$ cat src/design/ratcont_pkg.sv
// ----------------------------------------------------------------------------
// ratcont_pkg
// Shared constants and types for the continued fraction expansion block.
// ----------------------------------------------------------------------------
package ratcont_pkg;

  localparam int VALUE_BITS_DEFAULT = 32;
  localparam int FIELD_BITS         = 32;
  localparam int TERM_BITS          = 32;
  localparam int MAX_TERMS          = 48;
  localparam int COUNT_BITS         = $clog2(MAX_TERMS);

  // Operation of the shared subtract unit.
  typedef enum logic {
    ALU_SHIFT_SUB = 1'b0,  // restoring division step: (rem:next bit) - divisor
    ALU_SUB       = 1'b1   // plain subtract: divisor - remainder
  } alu_op_e;

endpackage

$ cat src/design/ratcont_alu.sv
// ----------------------------------------------------------------------------
// ratcont_alu
// Shared subtract unit. It performs either one restoring division step or
// the remainder correction of a floor division with a negative dividend.
// ----------------------------------------------------------------------------
module ratcont_alu
  import ratcont_pkg::*;
#(
  parameter int MAG_BITS = 32
) (
  input  alu_op_e               op_i,
  input  logic [MAG_BITS-1:0]   rem_i,
  input  logic                  next_bit_i,
  input  logic [MAG_BITS-1:0]   den_i,
  output logic [MAG_BITS-1:0]   result_o,
  output logic                  quot_bit_o
);

  localparam int SW = MAG_BITS + 2;

  logic [SW-1:0] sub_a;
  logic [SW-1:0] sub_b;
  logic [SW-1:0] diff;
  logic          borrow;

  always_comb begin
    case (op_i)
      ALU_SHIFT_SUB: begin
        sub_a = {1'b0, rem_i, next_bit_i};
        sub_b = {2'b00, den_i};
      end
      ALU_SUB: begin
        sub_a = {2'b00, den_i};
        sub_b = {2'b00, rem_i};
      end
      default: begin
        sub_a = '0;
        sub_b = '0;
      end
    endcase
    diff   = sub_a - sub_b;
    borrow = diff[SW-1];
    // A restoring step keeps the shifted remainder when the trial subtract
    // borrows; it then always fits, since it is below the divisor.
    if (op_i == ALU_SHIFT_SUB && borrow) begin
      result_o = sub_a[MAG_BITS-1:0];
    end else begin
      result_o = diff[MAG_BITS-1:0];
    end
    quot_bit_o = ~borrow;
  end

endmodule

$ cat src/design/rational_continued_fraction.sv
// ----------------------------------------------------------------------------
// rational_continued_fraction
// Expands a signed fraction into its simple continued fraction terms.
// ----------------------------------------------------------------------------
// Usage:
//   The slave channel takes one fraction per transfer (numerator and
//   denominator). The master channel gives one transfer per term; tlast marks
//   the final term of a fraction and tuser flags a zero denominator, for which
//   a single term of zero is sent.
//   The sign is moved to the numerator, so only the first term can be
//   negative. Each term is a floor quotient; the expansion stops at 48 terms.
//   Every term is computed by a restoring divider that reuses one subtract
//   unit: one quotient bit per cycle over MAG_BITS (VALUE_BITS, at most 32)
//   bits, then a correction step (ST_FIX) for a negative first term, then the
//   hand-over of the term to the output register (ST_EMIT).
//   s_axis_tready is high only while no fraction is in progress. The output
//   register lets a term wait while the next one is computed; when the
//   receiver stalls with a term still waiting, the sequencer holds.
//   Reset clears the sequencer and the output valid; no term is pending.
// ----------------------------------------------------------------------------
module rational_continued_fraction
  import ratcont_pkg::*;
#(
  parameter int VALUE_BITS = VALUE_BITS_DEFAULT
) (
  input  logic                    clk_i,
  input  logic                    rst_ni,
  input  logic                    s_axis_tvalid,
  output logic                    s_axis_tready,
  input  logic [2*FIELD_BITS-1:0] s_axis_tdata,   // [31:0] numerator, [63:32] denominator
  output logic                    m_axis_tvalid,
  input  logic                    m_axis_tready,
  output logic [TERM_BITS-1:0]    m_axis_tdata,   // [31:0] term
  output logic                    m_axis_tlast,
  output logic                    m_axis_tuser    // [0] infinite
);

  localparam int MAG_BITS = (VALUE_BITS < FIELD_BITS) ? VALUE_BITS : FIELD_BITS;
  localparam int CW       = $clog2(MAG_BITS);

  typedef enum logic [1:0] {
    ST_IDLE,
    ST_DIV,
    ST_FIX,
    ST_EMIT
  } state_e;

  state_e                state_q;
  logic [MAG_BITS-1:0]   num_q;     // dividend, shifted into the quotient
  logic [MAG_BITS-1:0]   den_q;
  logic [MAG_BITS-1:0]   rem_q;
  logic [CW-1:0]         bit_cnt_q;
  logic [COUNT_BITS-1:0] term_cnt_q;
  logic                  neg_q;
  logic                  inc_q;
  logic                  inf_q;
  logic                  m_valid_q;
  logic [TERM_BITS-1:0]  m_term_q;
  logic                  m_last_q;
  logic                  m_inf_q;

  // Input magnitudes and sign.
  logic [MAG_BITS-1:0] num_raw;
  logic [MAG_BITS-1:0] den_raw;
  logic [MAG_BITS-1:0] num_mag;
  logic [MAG_BITS-1:0] den_mag;
  logic                in_neg;

  assign num_raw = s_axis_tdata[MAG_BITS-1:0];
  assign den_raw = s_axis_tdata[FIELD_BITS+MAG_BITS-1:FIELD_BITS];
  assign num_mag = num_raw[MAG_BITS-1] ? (~num_raw + 1'b1) : num_raw;
  assign den_mag = den_raw[MAG_BITS-1] ? (~den_raw + 1'b1) : den_raw;
  assign in_neg  = num_raw[MAG_BITS-1] ^ den_raw[MAG_BITS-1];

  // Shared subtract unit.
  alu_op_e             alu_op;
  logic [MAG_BITS-1:0] alu_result;
  logic                alu_qbit;

  assign alu_op = (state_q == ST_FIX) ? ALU_SUB : ALU_SHIFT_SUB;

  ratcont_alu #(
    .MAG_BITS (MAG_BITS)
  ) u_alu (
    .op_i       (alu_op),
    .rem_i      (rem_q),
    .next_bit_i (num_q[MAG_BITS-1]),
    .den_i      (den_q),
    .result_o   (alu_result),
    .quot_bit_o (alu_qbit)
  );

  // Term from the unsigned quotient: floor of a negative value is the negated
  // quotient, one further down when a remainder was left. Positive terms
  // saturate at the largest signed value.
  logic [TERM_BITS:0]   q_ext;
  logic [TERM_BITS:0]   q_sum;
  logic [TERM_BITS-1:0] term;
  logic                 done;
  logic                 out_free;
  logic                 emit_fire;

  always_comb begin
    q_ext = (TERM_BITS+1)'(num_q);
    q_sum = q_ext + (TERM_BITS+1)'(inc_q);
    if (neg_q) begin
      term = -q_sum[TERM_BITS-1:0];
    end else if (q_ext[TERM_BITS:TERM_BITS-1] != 2'b00) begin
      term = {1'b0, {(TERM_BITS-1){1'b1}}};
    end else begin
      term = q_ext[TERM_BITS-1:0];
    end
  end

  assign done      = (rem_q == '0) || (term_cnt_q == COUNT_BITS'(MAX_TERMS - 1));
  assign out_free  = ~m_valid_q | m_axis_tready;
  assign emit_fire = (state_q == ST_EMIT) && out_free;

  always_ff @(posedge clk_i or negedge rst_ni) begin
    if (!rst_ni) begin
      state_q    <= ST_IDLE;
      m_valid_q  <= 1'b0;
      m_term_q   <= '0;
      m_last_q   <= 1'b0;
      m_inf_q    <= 1'b0;
      num_q      <= '0;
      den_q      <= '0;
      rem_q      <= '0;
      bit_cnt_q  <= '0;
      term_cnt_q <= '0;
      neg_q      <= 1'b0;
      inc_q      <= 1'b0;
      inf_q      <= 1'b0;
    end else begin
      if (emit_fire) begin
        m_valid_q <= 1'b1;
      end else if (m_axis_tready) begin
        m_valid_q <= 1'b0;
      end
      case (state_q)
        ST_IDLE: begin
          if (s_axis_tvalid) begin
            term_cnt_q <= '0;
            inc_q      <= 1'b0;
            rem_q      <= '0;
            den_q      <= den_mag;
            bit_cnt_q  <= CW'(MAG_BITS - 1);
            if (den_mag == '0) begin
              // Infinite value: one zero term, flagged.
              num_q   <= '0;
              neg_q   <= 1'b0;
              inf_q   <= 1'b1;
              state_q <= ST_EMIT;
            end else begin
              num_q   <= num_mag;
              neg_q   <= in_neg;
              inf_q   <= 1'b0;
              state_q <= ST_DIV;
            end
          end
        end
        ST_DIV: begin
          rem_q     <= alu_result;
          num_q     <= {num_q[MAG_BITS-2:0], alu_qbit};
          bit_cnt_q <= bit_cnt_q - 1'b1;
          if (bit_cnt_q == '0) begin
            state_q <= neg_q ? ST_FIX : ST_EMIT;
          end
        end
        ST_FIX: begin
          if (rem_q != '0) begin
            rem_q <= alu_result;
            inc_q <= 1'b1;
          end
          state_q <= ST_EMIT;
        end
        ST_EMIT: begin
          if (out_free) begin
            m_term_q  <= term;
            m_last_q  <= done;
            m_inf_q   <= inf_q;
            if (done) begin
              state_q <= ST_IDLE;
            end else begin
              num_q      <= den_q;
              den_q      <= rem_q;
              rem_q      <= '0;
              neg_q      <= 1'b0;
              inc_q      <= 1'b0;
              bit_cnt_q  <= CW'(MAG_BITS - 1);
              term_cnt_q <= term_cnt_q + 1'b1;
              state_q    <= ST_DIV;
            end
          end
        end
        default: begin
          state_q <= ST_IDLE;
        end
      endcase
    end
  end

  assign s_axis_tready = (state_q == ST_IDLE);
  assign m_axis_tvalid = m_valid_q;
  assign m_axis_tdata  = m_term_q;
  assign m_axis_tlast  = m_last_q;
  assign m_axis_tuser  = m_inf_q;

endmodule
$ cat config.mk
export PLATFORM = sky130hd
export DESIGN_NAME = rational_continued_fraction
export DESIGN_NICKNAME = d
export VERILOG_FILES = /design/src/design/ratcont_pkg.sv /design/src/design/ratcont_alu.sv /design/src/design/rational_continued_fraction.sv
export SDC_FILE = /design/constraint.sdc
export NUM_CORES = 1
export LEC_CHECK = 0
export BUFFER_PORTS_ARGS = -buffer_cell sky130_fd_sc_hd__buf_2
export CORE_UTILIZATION = 36
export CTS_BUF_LIST = sky130_fd_sc_hd__clkbuf_2
export DETAILED_ROUTE_END_ITERATION = 8
export PLACE_DENSITY = 0.62
export SKIP_CTS_REPAIR_TIMING = 1
export SLEW_MARGIN = 15
export SYNTH_ARGS = -nofsm -noshare
export SYNTH_HDL_FRONTEND = slang
export SYNTH_HIERARCHICAL = 1
export SYNTH_SLANG_ARGS = --single-unit
$ cat constraint.sdc
create_clock -name clk_i -period 5.25 [get_ports clk_i]
set_input_delay 1.05 -clock clk_i [delete_from_list [all_inputs] [get_ports clk_i]]
set_output_delay 1.05 -clock clk_i [all_outputs]
set_load 0.05 [all_outputs]
* Yosys cells after proc, flatten, opt, wreduce, memory -nomap -nowiden
Cells that the tools add are included.
W data, S select, Z words.
** Storage, ports and cells
- Memory bits (writable) :: 0
- Latch bits :: 0
- Input bits :: 68
- Flip-flop bits (word level) :: 147
- Memories :: 0
- Output and inout port bits :: 36
- ROM bits :: 0
- Word-level logic and storage cells :: 103
** Operators by class
- Add/subtract/negate cells :: 7
- Reductions and logical operators :: 19
- Magnitude comparators :: 0
- Muxes and demuxes :: 48
- Equal/unequal tests :: 9
- Div/mod/pow operators :: 0
- Multipliers :: 0
- Shift operators :: 0
- Bitwise gates (word level) :: 7
** Operator list (count)
- $mux W32 :: 15
- $pmux W34 S2 :: 2
- $pmux W32 S4 :: 1
- $pmux W32 S3 :: 1
- $add A32 B1 Y32 const B :: 2
- $logic_not A32 Y1 :: 2
- $not A32 Y32 :: 2
- $pmux W32 S2 :: 1
- $sub A34 B34 Y34 :: 1
- $add A32 B1 Y32 :: 1
- $neg A32 Y32 :: 1
- $reduce_bool A32 Y1 :: 1
- $mux W31 :: 1
- $mux W6 :: 3
- $mux W5 :: 3
- $pmux W5 S3 :: 1
- $mux W1 :: 12
- $pmux W6 S2 :: 1
- $reduce_and A4 Y1 :: 3
- $mux W2 :: 4
- $ne A2 B2 Y1 const B :: 4
- $pmux W2 S4 :: 1
- $add A6 B1 Y6 const B :: 1
- $eq A6 B6 Y1 const B :: 1
- 18 further kinds :: 25

* Depth between registers and ports, before layout
- Word-level depth :: 9
- Depth in mapped cells :: 20
- Mapped depth without buffers :: 16

* By module
Netlist, hierarchy kept.
** Modules (own cells, without submodules)
- rational_continued_fraction :: cells an instance 1193, sequential area each 3678.5 µm², area an instance 10117.2 µm², times used 1
- ratcont_alu :: cells an instance 361, sequential area each 0.0 µm², area an instance 2723.9 µm², times used 1

* Least setup slack after synthesis
OpenSTA, ideal clock, no wires.
- Path type :: input port to flip-flop
- From :: in s_axis_tdata[32]
- To :: reg num_q[10]
- Cell stages on the path :: 12
- Setup slack :: 1182 ps
- Library setup time :: 130 ps
- Arrival time :: 3938 ps
- Required time :: 5120 ps
- Buffers on the path :: 1
- Path through :: inv_1 > ha_1 > or4b_1 > or4_4 > o21a_1 > o32ai_1 > nand4_1 > or4_1 > or4_4 > nand4_4 > buf_12 > o22ai_2
** Between the ends
- Cells in the longest elaborated chain, start to end :: 7
** Ends and longest elaborated chain
- start: declaration :: RTL line rational_continued_fraction.sv:30 : input logic [2*FIELD_BITS-1:0] s_axis_tdata,
- $not A32 Y32 :: RTL line rational_continued_fraction.sv:72 : assign den_mag = den_raw[MAG_BITS-1] ? (~den_raw + 1'b1) : den_raw;
- $add A32 B1 Y32 :: RTL line rational_continued_fraction.sv:72
- $mux W32 * :: RTL line rational_continued_fraction.sv:72
- $logic_not A32 Y1 * :: RTL line rational_continued_fraction.sv:148 : if (den_mag == '0) begin
- $mux W32 * :: RTL line rational_continued_fraction.sv:148
- $mux W32 * :: RTL line rational_continued_fraction.sv:142 : if (s_axis_tvalid) begin
- $pmux W32 S3 * :: RTL line rational_continued_fraction.sv:140 : case (state_q)
- end signal: assignment :: RTL line rational_continued_fraction.sv:155 : num_q <= num_mag;
- end signal: assignment :: RTL line rational_continued_fraction.sv:164 : num_q <= {num_q[MAG_BITS-2:0], alu_qbit};
- end signal: assignment :: RTL line rational_continued_fraction.sv:185 : num_q <= den_q;
- end: declaration :: RTL line rational_continued_fraction.sv:49 : logic [MAG_BITS-1:0] num_q;
Every way passes the cells marked *; elsewhere a longest branch is shown, timed or not. The select of a mux whose other input is x is not followed.
A chain may end at the register's enable or synchronous reset.

* Worst setup path in the final report
- From :: reg state_q[0]
- To :: reg rem_q[4]
** Between the ends
- Cells in the longest elaborated chain, start to end :: 9
- Elaborated cells on any way between the ends :: 18
- Classes of those cells :: 1 x add/sub; 7 x eq/ne; 6 x mux; 1 x bitwise; 3 x reduce/logical
** Ends and longest elaborated chain
- start: declaration :: RTL line rational_continued_fraction.sv:48 : state_e state_q;
- start signal: assignment :: RTL line rational_continued_fraction.sv:167 : state_q <= neg_q ? ST_FIX : ST_EMIT;
- $eq A2 B2 Y1 * :: RTL line rational_continued_fraction.sv:80 : assign alu_op = (state_q == ST_FIX) ? ALU_SUB : ALU_SHIFT_SUB;
- $mux W1 * :: RTL line rational_continued_fraction.sv:80
- named net alu_op :: RTL line rational_continued_fraction.sv:76 : alu_op_e alu_op;
- $not A1 Y1 :: RTL line ratcont_alu.sv:27, ratcont_alu.sv:45
- $pmux W34 S2 :: RTL line ratcont_alu.sv:27 : case (op_i)
- $sub A34 B34 Y34 :: RTL line ratcont_alu.sv:41 : diff = sub_a - sub_b;
- $logic_and A1 B1 Y1 :: RTL line ratcont_alu.sv:45 : if (op_i == ALU_SHIFT_SUB && borrow) begin
- $mux W32 * :: RTL line ratcont_alu.sv:45
- named net alu_result[4] :: RTL line rational_continued_fraction.sv:77 : logic [MAG_BITS-1:0] alu_result;
- $mux W32 :: RTL line rational_continued_fraction.sv:171 : if (rem_q != '0) begin
- $pmux W32 S4 * :: RTL line rational_continued_fraction.sv:140
- end signal: assignment :: RTL line rational_continued_fraction.sv:163 : rem_q <= alu_result;
- end signal: assignment :: RTL line rational_continued_fraction.sv:172 : rem_q <= alu_result;
- end: declaration :: RTL line rational_continued_fraction.sv:51 : logic [MAG_BITS-1:0] rem_q;
The timed path passes the listed nets; every way through them passes the cells marked *. The select of a mux whose other input is x is not followed.

==> reports/metrics.yaml <==
synth_fa_ha_area_share_pct: 7.464
cp_max_fo: 59
drt_iter0_drc: 1020
cp_slowest_cell: "ha_4"
ant_nets: 0
io_pins: 104
setup_violations: 0
clk_latency_ps: 770
avgSynthCellArea_um2: 8.263
dp_hpwl_um: 28670
cap_violations: 0
dr.pass1.iters: 5
yosys_warnings: 6
syn_nets: 1698
drt_wl_total_um: 38450
place_ws_ps: 484.7
min_path_type: "in -> async"
die-area_mm2: 0.03643
tns_ps: 0
synth_top_area_share_pct: 28.65
synthMuxAreaShare_pct: 6.782
fin_ws_ps: 635.8
cts_tree: "built"
portBuffers: 103
syn-cell-area_mm2: 0.01284
cp.required_ps: 5910
final_layout_size_suffix_gt1_share_pct: 15.96
cts_max_level: 4
ys_seq_elements: 147
cp_cell_sequence: "inv_1 > ha_4 > mux2i_1 > inv_1 > ha_1 > nor2b_1 > o21ai_0 > o21ai_2 > a21oi_2 > o31ai_4 > a31oi_4 > o31a_4 > mux2_4 > nand3_1 > nand2_1"
avgViaCountPerCell: 5.683
grt_overflow: 0
wl_per_cell_um: 18.49
critical_path_class: "reg -> reg"
die_h_um: 190.9
cp_common_cell: "inv_1"
area_growth_pct: 8.887
synth_top_cell_by_area: "dfrtp_1"
ys_seq_area_share_pct: 28.65
placementRows: 68
slew_headroom_pct: 28.84
startpoint_type: "register"
holdWs_ps: 214.6
final_cell_mix: "243 x nand2_1, 147 x dfrtp_1, 117 x nor2_1, 113 x o21ai_0, 102 x buf_2"
dominantRegCellSynth: "dfrtp_1"
synth_compound_area_share_pct: 24.92
synth_cell_types: 86
die_w_um: 190.9
yosys.area_share.simple_pct: 19.26
cts_buffers: 17
drv_slew: 0
skew_ps: 51.67
finalCriticalPeriod_ps: 4614
async_flop_share_pct: 100.0
cts.sinks: 147
synth_cells: 1554
cp.arrival_ps: 5270
drcViolationCount: 0
nets: 1754
ff2ff_path_depth: 15
fmax_mhz: 216.7
grt_max_degree: 76
core_area_mm2: 0.03480
mostFrequentLayoutCell: "nand2_1"
vias: 11820
layout_worst_path_cycle_share_pct: 87.89
status: "complete, no violations"
clk_pin_slew_ps: 300
synth_edf_count: 0
reg2reg_slack_ps: 640
crit_path_end_kind: "register"
synthXorXnorAreaFrac_pct: 8.185
rsz0062_at_grt: "no"
synth_top_family_by_area: "compound AO/OA/AOI/OAI gates"
gp_congestion: 0.8975
root_buffer: "clkbuf_2"
grtUsageTotal_pct: 21.42
synth_area_leaders: "dfrtp_1 29%, ha_1 7.3%, nand2_1 7.1%"
hold_violations: 0
r2r-end: "rem_q[4]"
crit-reg2reg-launch: "state_q[0]"
cts_buffer_depth: 2
first_global_vias: 11390
initial_core_util_pct: 36.90
cpPeakStageDelay_ps: 610
antenna_found_initial: 2
grt_pass1_wl_um: 62030
tightest_slew_ps: 1067
==> per-layer routing <==
metal | share of wire, % | vias up | global-route usage (%)
met5 | 0 | - | 0
met4 | 2.1 | 0 | 6.062
met3 | 4.7 | 44 | 2.724
met2 | 45 | 323 | 34.16
met1 | 48 | 5689 | 30.08
li1 | - | 5764 | -
==> flip-flops by register name (all words and copies together) (netlist names), 2 cells and up <==
register and flops:
bit_cnt_q 5, den_q 32, m_axis_tdata 32, term_cnt_q 6, rem_q 32, num_q 32, state_q 2
==> worst max-delay path, delay by kind of cell, from the launching register on <==
family	cells	cell delay, ps
compound gates	6	1750
fa+ha+maj	2	900
mux	2	760
flops	1	500
simple gates	3	260
buf+inv	2	250
==> logic make-up after synthesis <==
logic type      count (synthesis)
flops                         147
mux                            81
compound gates                452
fa+ha+maj                      76
simple gates                  534
buf+inv                       144
xor+xnor                      120
==> how the worst max path moves through the flow <==
stage,startpoint,end,cells past startpoint
after floorplan,s_axis_tdata[32],num_q[10],12
after detailed placement,s_axis_tdata[32],num_q[0],13
after global routing,state_q[0],rem_q[4],15
after CTS,state_q[0],rem_q[4],15
after global placement,s_axis_tdata[32],num_q[0],13
final,state_q[0],rem_q[4],15
==> Yosys cell counts (32+ instances only) <==
master    count
a21oi_1     101
a221oi_1     33
clkbuf_1     65
dfrtp_1     147
ha_1         75
inv_1        57
mux2_2       32
mux2i_1      45
nand2_1     243
nand3_1      51
nor2_1      117
o21ai_0     114
xnor2_1      48
xor2_1       72
==> metrics by stage <==
stage          area [um^2]  std cells  utilization (%)
4_1_cts              13980       2078            40.17
5_1_grt              13980       2079            40.17
3_3_place_gp         13750       2046            39.51
6_report             13980       2080            40.18
3_5_place_dp         13750       2046            39.51
2_1_floorplan        12840       1554                -
==> cell type report <==
class	count	area, um^2
multi-input cells	1263	8603
clock inverters	15	142.6
clock buffers	17	85.08
well taps	455	569.3
inverters	59	221.5
repair buffers	122	676.9
diodes	2	5.005
fillers	3512	20820
flip-flops and latches	147	3679
Power is not shown: default switching activity piles up to over one toggle a cycle in this logic, so the estimate is an artifact.
